`src/hdl/eas_pkg.sv`:
```
// package of the encoder angle and speed estimator: types, codes and helpers
package eas_pkg;

    localparam int PPR_LOG2_DEFAULT = 12;

    localparam int CFG_IDX_W  = 3;
    localparam int CFG_DATA_W = 16;

    localparam logic signed [23:0] S24_MAX = 24'sh7FFFFF;
    localparam logic signed [23:0] S24_MIN = -24'sh800000;

    typedef enum logic [CFG_IDX_W-1:0] {
        REG_POLE_PAIRS    = 3'd0,
        REG_COUNTER_PER   = 3'd1,
        REG_WRAP_THRESH   = 3'd2,
        REG_SPEED_SCALE   = 3'd3,
        REG_GAIN_NEW      = 3'd4,
        REG_GAIN_OLD      = 3'd5,
        REG_SPEED_DECIM   = 3'd6
    } eas_reg_idx_t;

    typedef struct packed {
        logic [6:0]  pole_pairs;
        logic [15:0] counter_period;
        logic [14:0] wrap_threshold;
        logic [15:0] speed_scale;
        logic [15:0] filter_gain_new;
        logic [15:0] filter_gain_old;
        logic [7:0]  speed_decimation;
    } eas_cfg_t;

    typedef enum logic [3:0] {
        ST_IDLE,
        ST_ANGLE,
        ST_DIFF,
        ST_RAW,
        ST_RAW_SAT,
        ST_ACC_NEW,
        ST_ACC_OLD,
        ST_FILT,
        ST_ELEC,
        ST_DONE
    } eas_state_t;

    // clamp a wide signed value to 24 bits signed
    function automatic logic signed [23:0] sat_s24(input logic signed [43:0] v);
        logic signed [23:0] r;
        if (v > 44'(S24_MAX))
            r = S24_MAX;
        else if (v < 44'(S24_MIN))
            r = S24_MIN;
        else
            r = v[23:0];
        return r;
    endfunction

endpackage

```
`src/hdl/encoder_angle_speed_estimator_core.sv`:
```
// top level of the encoder angle and speed estimator
// Takes one encoder counter value per beat on the s_ side and returns one result beat on the
// m_ side: mechanical and electrical angle as 16-bit fractions of a turn, the filtered
// mechanical speed (24 bit signed) and that speed times pole pairs (32 bit signed), plus a
// flag in m_tuser that marks ticks where the speed was recomputed (every speed_decimation-th
// tick, or every tick when speed_decimation is 0). All products go through one shared
// 25x18 signed multiplier under a small sequencer, which goes through the extra speed
// update steps only on ticks that recompute the speed; s_tready is high only while
// the sequencer is idle. A finished result sits in an output register, so the next beat is
// taken while the previous result waits for m_tready. Configuration writes go to the plain
// write port and must only happen while the block is idle.
module encoder_angle_speed_estimator_core
    import eas_pkg::*;
#(
    parameter int PULSES_PER_REV_LOG2 = PPR_LOG2_DEFAULT
)
(
    input  logic                  clk,
    input  logic                  rst_n,
    // input beats
    input  logic                  s_tvalid,
    output logic                  s_tready,
    input  logic [15:0]           s_tdata,   // [15:0] encoder_count
    // result beats
    output logic                  m_tvalid,
    input  logic                  m_tready,
    output logic [87:0]           m_tdata,   // [15:0] mech_angle, [31:16] elec_angle,
                                             // [55:32] mech_speed, [87:56] elec_speed
    output logic [0:0]            m_tuser,   // [0] speed_updated
    // configuration writes
    input  logic                  cfg_we,
    input  logic [CFG_IDX_W-1:0]  cfg_idx,
    input  logic [CFG_DATA_W-1:0] cfg_data
);

    localparam int AngShift = 16 - PULSES_PER_REV_LOG2;

    eas_cfg_t cfg;

    // sequencer
    eas_state_t state_reg, state_next;

    // speed state
    logic [15:0]        last_count_reg;
    logic [7:0]         tick_reg;
    logic signed [23:0] filt_reg;

    // per-beat working registers
    logic [15:0]        count_reg;
    logic [15:0]        elec_ang_reg;
    logic signed [17:0] d_reg;
    logic signed [23:0] raw_reg;
    logic signed [42:0] acc_reg;
    logic               upd_reg;

    // output register
    logic               out_valid_reg;
    logic [87:0]        out_data_reg;
    logic               out_upd_reg;

    // shared multiplier
    logic               mul_en;
    logic signed [24:0] mul_a;
    logic signed [17:0] mul_b;
    logic signed [42:0] prod;

    // difference and wrap correction
    logic [15:0]        diff_u;
    logic signed [17:0] d_raw;
    logic signed [17:0] thr;
    logic signed [17:0] period;
    logic signed [17:0] d_wrap;
    logic [7:0]         tick_inc;
    logic               do_update;

    logic               s_fire;
    logic               out_load;
    logic [15:0]        mech_frac;
    logic [15:0]        elec_frac;
    logic signed [43:0] filt_sum;

    eas_cfg u_cfg (
        .clk      (clk),
        .rst_n    (rst_n),
        .cfg_we   (cfg_we),
        .cfg_idx  (cfg_idx),
        .cfg_data (cfg_data),
        .cfg      (cfg)
    );

    eas_mul u_mul (
        .clk  (clk),
        .en   (mul_en),
        .a    (mul_a),
        .b    (mul_b),
        .prod (prod)
    );

    assign s_fire   = s_tvalid && s_tready;
    assign s_tready = (state_reg == ST_IDLE);
    // result may land once the previous one has gone or goes this cycle
    assign out_load = (state_reg == ST_DONE) && (!out_valid_reg || m_tready);

    // signed 16-bit difference since the last speed update
    assign diff_u   = count_reg - last_count_reg;
    assign d_raw    = 18'(signed'(diff_u));
    assign thr      = signed'({3'b000, cfg.wrap_threshold});
    assign period   = signed'({2'b00, cfg.counter_period});
    assign tick_inc = tick_reg + 8'd1;
    assign do_update = (tick_inc >= cfg.speed_decimation);

    always_comb
    begin
        if (d_raw > thr)
            d_wrap = d_raw - period;
        else if (d_raw < -thr)
            d_wrap = d_raw + period;
        else
            d_wrap = d_raw;
    end

    // angles: low bits of the count, moved up to a 16-bit turn fraction
    assign mech_frac = 16'(count_reg[PULSES_PER_REV_LOG2-1:0]) << AngShift;
    assign elec_frac = 16'(prod[PULSES_PER_REV_LOG2-1:0]) << AngShift;

    // filter sum: a*raw + 2^14 already in acc_reg, b*old in the product
    assign filt_sum = 44'(acc_reg) + 44'(prod);

    // next state
    always_comb
    begin
        state_next = state_reg;
        unique case (state_reg)
            ST_IDLE:    if (s_fire) state_next = ST_ANGLE;
            ST_ANGLE:   state_next = ST_DIFF;
            ST_DIFF:    state_next = do_update ? ST_RAW : ST_ELEC;
            ST_RAW:     state_next = ST_RAW_SAT;
            ST_RAW_SAT: state_next = ST_ACC_NEW;
            ST_ACC_NEW: state_next = ST_ACC_OLD;
            ST_ACC_OLD: state_next = ST_FILT;
            ST_FILT:    state_next = ST_ELEC;
            ST_ELEC:    state_next = ST_DONE;
            ST_DONE:    if (out_load) state_next = ST_IDLE;
            default:    state_next = ST_IDLE;
        endcase
    end

    // multiplier operand selection per step
    always_comb
    begin
        mul_en = 1'b0;
        mul_a  = '0;
        mul_b  = '0;
        unique case (state_reg)
            ST_ANGLE:
            begin
                // count times pole pairs, low bits give the electrical angle
                mul_en = 1'b1;
                mul_a  = signed'({9'd0, count_reg});
                mul_b  = signed'({11'd0, cfg.pole_pairs});
            end
            ST_RAW:
            begin
                mul_en = 1'b1;
                mul_a  = 25'(d_reg);
                mul_b  = signed'({2'b00, cfg.speed_scale});
            end
            ST_ACC_NEW:
            begin
                mul_en = 1'b1;
                mul_a  = 25'(raw_reg);
                mul_b  = signed'({2'b00, cfg.filter_gain_new});
            end
            ST_ACC_OLD:
            begin
                mul_en = 1'b1;
                mul_a  = 25'(filt_reg);
                mul_b  = signed'({2'b00, cfg.filter_gain_old});
            end
            ST_ELEC:
            begin
                // at most 2^23 * 127 in magnitude, always fits 32 bits
                mul_en = 1'b1;
                mul_a  = 25'(filt_reg);
                mul_b  = signed'({11'd0, cfg.pole_pairs});
            end
            default:
            begin
                mul_en = 1'b0;
            end
        endcase
    end

    // control and speed state
    always_ff @(posedge clk or negedge rst_n)
    begin
        if (!rst_n)
        begin
            state_reg      <= ST_IDLE;
            last_count_reg <= '0;
            tick_reg       <= '0;
            filt_reg       <= '0;
            out_valid_reg  <= 1'b0;
        end
        else
        begin
            state_reg <= state_next;
            if (state_reg == ST_DIFF)
            begin
                if (do_update)
                begin
                    tick_reg       <= '0;
                    last_count_reg <= count_reg;
                end
                else
                begin
                    tick_reg <= tick_inc;
                end
            end
            if (state_reg == ST_FILT)
                filt_reg <= sat_s24(filt_sum >>> 15);
            if (out_load)
                out_valid_reg <= 1'b1;
            else if (m_tready)
                out_valid_reg <= 1'b0;
        end
    end

    // per-beat payload
    always_ff @(posedge clk)
    begin
        if (s_fire)
            count_reg <= s_tdata;
        if (state_reg == ST_DIFF)
        begin
            elec_ang_reg <= elec_frac;
            d_reg        <= d_wrap;
            upd_reg      <= do_update;
        end
        if (state_reg == ST_RAW_SAT)
            raw_reg <= sat_s24(44'(prod) >>> 8);
        if (state_reg == ST_ACC_OLD)
            acc_reg <= prod + 43'sd16384;
        if (out_load)
        begin
            out_data_reg <= {prod[31:0], filt_reg, elec_ang_reg, mech_frac};
            out_upd_reg  <= upd_reg;
        end
    end

    assign m_tvalid   = out_valid_reg;
    assign m_tdata    = out_data_reg;
    assign m_tuser[0] = out_upd_reg;

endmodule

```
`src/hdl/eas_cfg.sv`:
```
// configuration register file of the encoder angle and speed estimator
module eas_cfg
    import eas_pkg::*;
(
    input  logic                  clk,
    input  logic                  rst_n,
    input  logic                  cfg_we,
    input  logic [CFG_IDX_W-1:0]  cfg_idx,
    input  logic [CFG_DATA_W-1:0] cfg_data,
    output eas_cfg_t              cfg
);

    eas_cfg_t cfg_reg;

    always_ff @(posedge clk or negedge rst_n)
    begin
        if (!rst_n)
        begin
            cfg_reg.pole_pairs       <= 7'd1;
            cfg_reg.counter_period   <= 16'd4096;
            cfg_reg.wrap_threshold   <= 15'd2048;
            cfg_reg.speed_scale      <= 16'd256;
            cfg_reg.filter_gain_new  <= 16'd3277;
            cfg_reg.filter_gain_old  <= 16'd29491;
            cfg_reg.speed_decimation <= 8'd4;
        end
        else if (cfg_we)
        begin
            unique case (eas_reg_idx_t'(cfg_idx))
                REG_POLE_PAIRS:  cfg_reg.pole_pairs       <= cfg_data[6:0];
                REG_COUNTER_PER: cfg_reg.counter_period   <= cfg_data;
                REG_WRAP_THRESH: cfg_reg.wrap_threshold   <= cfg_data[14:0];
                REG_SPEED_SCALE: cfg_reg.speed_scale      <= cfg_data;
                REG_GAIN_NEW:    cfg_reg.filter_gain_new  <= cfg_data;
                REG_GAIN_OLD:    cfg_reg.filter_gain_old  <= cfg_data;
                REG_SPEED_DECIM: cfg_reg.speed_decimation <= cfg_data[7:0];
                default:         cfg_reg <= cfg_reg;
            endcase
        end
    end

    assign cfg = cfg_reg;

endmodule

```
`src/hdl/eas_mul.sv`:
```
// shared signed multiplier with registered product
module eas_mul
    import eas_pkg::*;
(
    input  logic               clk,
    input  logic               en,
    input  logic signed [24:0] a,
    input  logic signed [17:0] b,
    output logic signed [42:0] prod
);

    logic signed [42:0] prod_reg;

    always_ff @(posedge clk)
    begin
        if (en)
            prod_reg <= 43'(a) * 43'(b);
    end

    assign prod = prod_reg;

endmodule

```
`config.mk`:
```
export PLATFORM = sky130hd
export DESIGN_NAME = encoder_angle_speed_estimator_core
export DESIGN_NICKNAME = d
export VERILOG_FILES = /design/src/hdl/eas_pkg.sv /design/src/hdl/encoder_angle_speed_estimator_core.sv /design/src/hdl/eas_cfg.sv /design/src/hdl/eas_mul.sv
export SDC_FILE = /design/constraint.sdc
export NUM_CORES = 2
export LEC_CHECK = 0
export BUFFER_PORTS_ARGS = -buffer_cell sky130_fd_sc_hd__buf_2
export CORE_UTILIZATION = 39
export DETAILED_ROUTE_END_ITERATION = 7
export PLACE_DENSITY = 0.56
export SYNTH_ARGS = -nofsm -noshare
export SYNTH_HDL_FRONTEND = slang
export SYNTH_SLANG_ARGS = --single-unit
```
`constraint.sdc`:
```
create_clock -name clk -period 9.1 [get_ports clk]
set_clock_uncertainty 0.15 [all_clocks]
set_input_delay 1.82 -clock clk [delete_from_list [all_inputs] [get_ports clk]]
set_output_delay 1.82 -clock clk [all_outputs]
set_load 0.05 [all_outputs]
```
[After elaboration in Yosys (flattened, before gate mapping)]
Index checks and enable logic that the tools add are counted.
Word-level totals
  word-level logic and storage cells: 87
  flip-flop bits (word level): 384
  input bits: 40
  output and inout bits: 91
Cells by class
  multipliers: 1
  $add $sub $neg: 7
  multiplexer cells: 15
  equal/unequal tests: 17
  reductions and logical operators: 19
  magnitude comparators: 7
Operators by type and width (number)
  $pmux W25 S4: 1
  $mux W24: 3
  $pmux W16 S4: 1
  $add A43 B42 Y44: 1
  $add A42 B16 Y43 const B: 1
  $mul A25 B17 Y42: 1
  $pmux W4 S10: 1
  $mux W18: 2
  $gt A34 B24 Y1 const B: 1
  $lt A34 B24 Y1 const B: 1
  $gt A29 B24 Y1 const B: 1
  $lt A29 B24 Y1 const B: 1
  $add A16 B17 Y18: 1
  $lt A16 B18 Y1: 1
  $neg A15 Y18: 1
  $reduce_and A2 Y1: 9
  $sub A16 B17 Y18: 1
  $eq A4 B3 Y1 const B: 4
  $gt A16 B16 Y1: 1
  $sub A16 B16 Y16: 1
  $mux W4: 3
  $eq A3 B3 Y1 const B: 3
  $add A8 B1 Y8 const B: 1
  $eq A4 B2 Y1 const B: 2
  other kinds (17): 23

[Logic depth before layout (Yosys ltp)]
  depth in word-level cells: 5
  mapped depth: 33
  mapped depth without buffers: 29

[Modules after synthesis]
A second synthesis with hierarchy kept.
Unflattened totals
  cell total of the unflattened synthesis: 3556
  area total of the unflattened synthesis: 36493.8 µm²
Modules (own cells, without submodules)
  eas_mul: cells each 1838, times used 1, area each 17194.0 µm²
  encoder_angle_speed_estimator_core: cells each 1511, times used 1, area each 15578.7 µm²
  eas_cfg: cells each 207, times used 1, area each 3721.1 µm²

[Worst setup path before layout]
OpenSTA, ideal clock, no wires.
  path kind: register to register
  start point: register state_reg[3]
  end point: register u_mul.prod[41] (netlist name)
  setup slack: 28 ps
  library setup time: 263 ps
  arrival time: 8659 ps
  required time: 8687 ps
  clock period less this slack: 9072 ps
  stages on the path, launching flop included: 27
  path buffers: 2
  cells stage by stage: dfrtp_1 > nand2b_1 > nor2_1 > clkbuf_1 > a22oi_1 > nand2_1 > clkbuf_1 > nand2_1 > fa_1 > inv_1 > fa_1 > fa_1 > fa_1 > fa_1 > inv_1 > fa_1 > inv_1 > ha_1 > a21oi_1 > o21ai_0 > or3_1 > and3_1 > a311o_1 > a31o_1 > a41o_1 > a311oi_1 > xnor2_1
On the way
  longest elaborated chain between the ends: 4
  elaborated cells between the ends (all ways): 10
Ends and longest elaborated chain
  start: declaration: RTL line encoder_angle_speed_estimator_core.sv:41  | eas_state_t state_reg, state_next;
  start signal: assignment: RTL line encoder_angle_speed_estimator_core.sv:207  | state_reg <= state_next;
  $eq A4 B3 Y1, or another cell as far along: RTL line encoder_angle_speed_estimator_core.sv:154  | unique case (state_reg)
  $reduce_or A2 Y1 (no line)
  $pmux W25 S4 or $pmux W16 S4 (tied branches): RTL line encoder_angle_speed_estimator_core.sv:154
  $mul A25 B17 Y42 *: RTL line eas_mul.sv:17  | prod_reg <= 43'(a) * 43'(b);
Every way passes the cells marked *; elsewhere a longest branch is shown, timed or not.
A chain may end at the register's enable or synchronous reset.

[Final worst setup path]
  start point: register state_reg[1]
  end point: register u_mul.prod_reg[35] (netlist: u_mul.prod[35]) (data pin)
On the way
  longest elaborated chain between the ends: 4
  elaborated cells between the ends (all ways): 10
Ends and longest elaborated chain
  $eq A4 B3 Y1, or another cell as far along: RTL line encoder_angle_speed_estimator_core.sv:154
  $reduce_or A2 Y1 (no line)
  $pmux W25 S4 or $pmux W16 S4 (tied branches): RTL line encoder_angle_speed_estimator_core.sv:154
  $mul A25 B17 Y42 *: RTL line eas_mul.sv:17
  end signal: assignment: RTL line eas_mul.sv:17
  end: declaration: RTL line eas_mul.sv:12  | logic signed [42:0] prod_reg;
Marks and branches as above.

==> qor.txt <==
status: finished clean
number of synthesized flops with an enable pin: 237
largest net degree at the start of global routing: 89
measured slew at the worst slew-check pin: 1.16 ns
overall power: 13.1 mW
reg-to-reg startpoint: state_reg[1]
Synth top area share: 0.224
asr flop ratio synth: 0.383
max reg flops: 94
Yosys cell types: 99
register area share after synthesis: 0.315
CP endpoint kind: register
antenna cells: 0
final hold vios: 0
largest area contributor in the netlist: fa_1
Layout Utilization: 0.436
Peak VDD IR: 275 uV
critical path peak fanout: 17
IO Count: 131
Setup CP Type: reg -> reg
Initial Util: 0.395
CP most frequent cell: fa_1
die area: 0.0892 sq mm
required time worst endpoint: 9.24 ns
Top delay family on crit path: adder cells
Post-Synthesis Cells: 3441
Setup TNS: 0 ns
total track usage: 0.221
htree depth: 2
vias per cell: 5.28
Mapped Area: 0.0343 sq mm
max-slew violations: 0
Total Wirelength: 96.7 mm
Worst-path clk slew: 0.06 ns
global-route wire length before repair: 152 mm
Vias: 25091
PD cells: 345 mW/mm^2
post-layout min period: 8.63 ns
average cell area after synthesis: 9.98 sq um
crit share post-route: 0.948
Top FF cell, synth: edfxtp_1
CTS tree: done
Clk Latency, worst-skew pair: 0.59 ns
Layout Nets: 4223
FP Rows: 108
CP max stage delay: 0.56 ns
root buf cell: clkbuf_16
headroom to the max-slew limit: 0.218
hpwl dp: 77.2 mm
Routability Congestion: 0.928
# clock sinks: 384
fin cells: 4753
fraction of layout cells with a size suffix above 1: 0.113
LEAKAGE: 17.2 nW
Core Box Area: 0.0870 sq mm
number of global-route vias before repair: 25457
drt initial violations: 1917
antenna violations before repair: 0
Clock Path Buffers: 3
RSZ-0062 raised after global routing: no
DRC Markers: 0
startpoint types: register
Yosys reg bits: 384
Hold Crit Start: elec_ang_reg[8]
f_max: 116 MHz
DIE HEIGHT: 299 um
Hold Buf Count CTS: 0
min-delay worst type: reg -> reg
ranking of synthesized cells by area: fa_1 22%, edfxtp_1 21%, dfrtp_1 9.2%
crit path from: state_reg[1]
CP max stage cell: fa_1
Post-DRT Antenna Nets: 0
crit path DAT: 8.77 ns
input/output buffers: 122
final setup fails: 0
Ys Warns: 0
mean routed wirelength per cell: 20.3 um
Die Wd: 299 um
grt total ovfl: 0
area grow syn2layout: 10.4%
placed cell count: 4672
number of max-cap violations: 0
TritonCTS Buffers: 43
1st-pass router iterations: 7
number of buffers and inverters on the critical path: 4
## stage by stage
stage	area [sq um]	hold slack (ns)	worst slack (ns)
after floorplan	34400	0.250	0.0277
after global placement	36500	0.252	0.617
after detailed placement	36500	0.256	0.494
after CTS	37900	0.270	0.411
after global routing	37900	0.274	0.00153
final	37900	0.268	0.473
## what timing repair did
item | 4_1_cts | 5_1_grt
buffers inserted | 0 | 1
endpoints found under the setup margin | 0 | 1
resized for setup | 0 | 2
## path summary, 6_finish.rpt
path,depth (start not counted),to,slack (ns)
worst max-delay path,25,u_mul.prod[35],0.47
max in group asynchronous,2,filt_reg[11],6.15
min in group asynchronous,1,u_cfg.cfg[62],1.15
worst max register to register,25,u_mul.prod[35],0.47
worst min register to register,0,m_tdata[24],0.27
worst min-delay path,0,m_tdata[24],0.27
## cell families (layout without fill, tap and decap cells)
group                    count (synthesis)  after routing  synth area share
AND/OR/NAND/NOR                       1001           1001             0.129
buffers and inverters                  699            849            0.0806
adder cells (fa/ha/maj)                620            620             0.310
AO/OA/AOI/OAI                          545            545             0.111
flip-flops                             384            384             0.315
XOR/XNOR                               116            116            0.0296
multiplexers                            75             75            0.0243
other                                    1              8          0.000109
## synth_stat cells, types with 19 or more instances
library cell	n
inv_1	568
nand2_1	439
fa_1	384
nor2_1	278
edfxtp_1	237
ha_1	236
dfrtp_1	126
o21ai_0	122
a21oi_1	107
clkbuf_1	101
xnor2_1	85
mux2_2	67
a21o_1	59
nand3_1	59
o21a_1	42
nand4_1	38
nor3_1	36
a221o_1	32
xor2_1	31
nand2b_1	29
and4_1	24
dfstp_2	21
and3_1	19
## power by group
group          switching, mW  internal, mW
Clock                  0.752          1.05
Sequential             0.492          2.65
Combinational           5.15          3.02
Total                   6.39          6.71
## worst register-to-register path, delay by kind of cell, from the launching register on
kind	cells	cell delay [ns]
flops	1	0.51
simple gates	8	2.13
buf+inv	4	0.52
fa+ha+maj	7	3.57
compound gates	6	1.44
## cell type report
cell class	instances	area, sq um
tap	1155	1450
multi-input combinational	2365	20900
inverter	568	2130
clock inverter	19	240
sequential	384	10800
clock buffer	61	1200
timing repair buffer	201	1210
fill	8411	49100
## layer usage
metal,vias up,track usage,part of all wire
li1,11631,-,-
met1,12566,0.310,0.45
met2,755,0.359,0.46
met3,139,0.0230,0.054
met4,0,0.0684,0.031
met5,-,0,0
## placed cells by master, fill, tap and decap left out, types with 59 or more instances in the layout
master	instances
buf_2	121
fa_1	384
a21o_1	59
o21ai_0	122
nand2_1	439
nor2_1	275
ha_1	236
edfxtp_1	237
mux2_2	67
nand3_1	59
dfrtp_1	126
xnor2_1	85
inv_1	567
buf_4	79
a21oi_1	107
(Power assumes the default switching activity.)
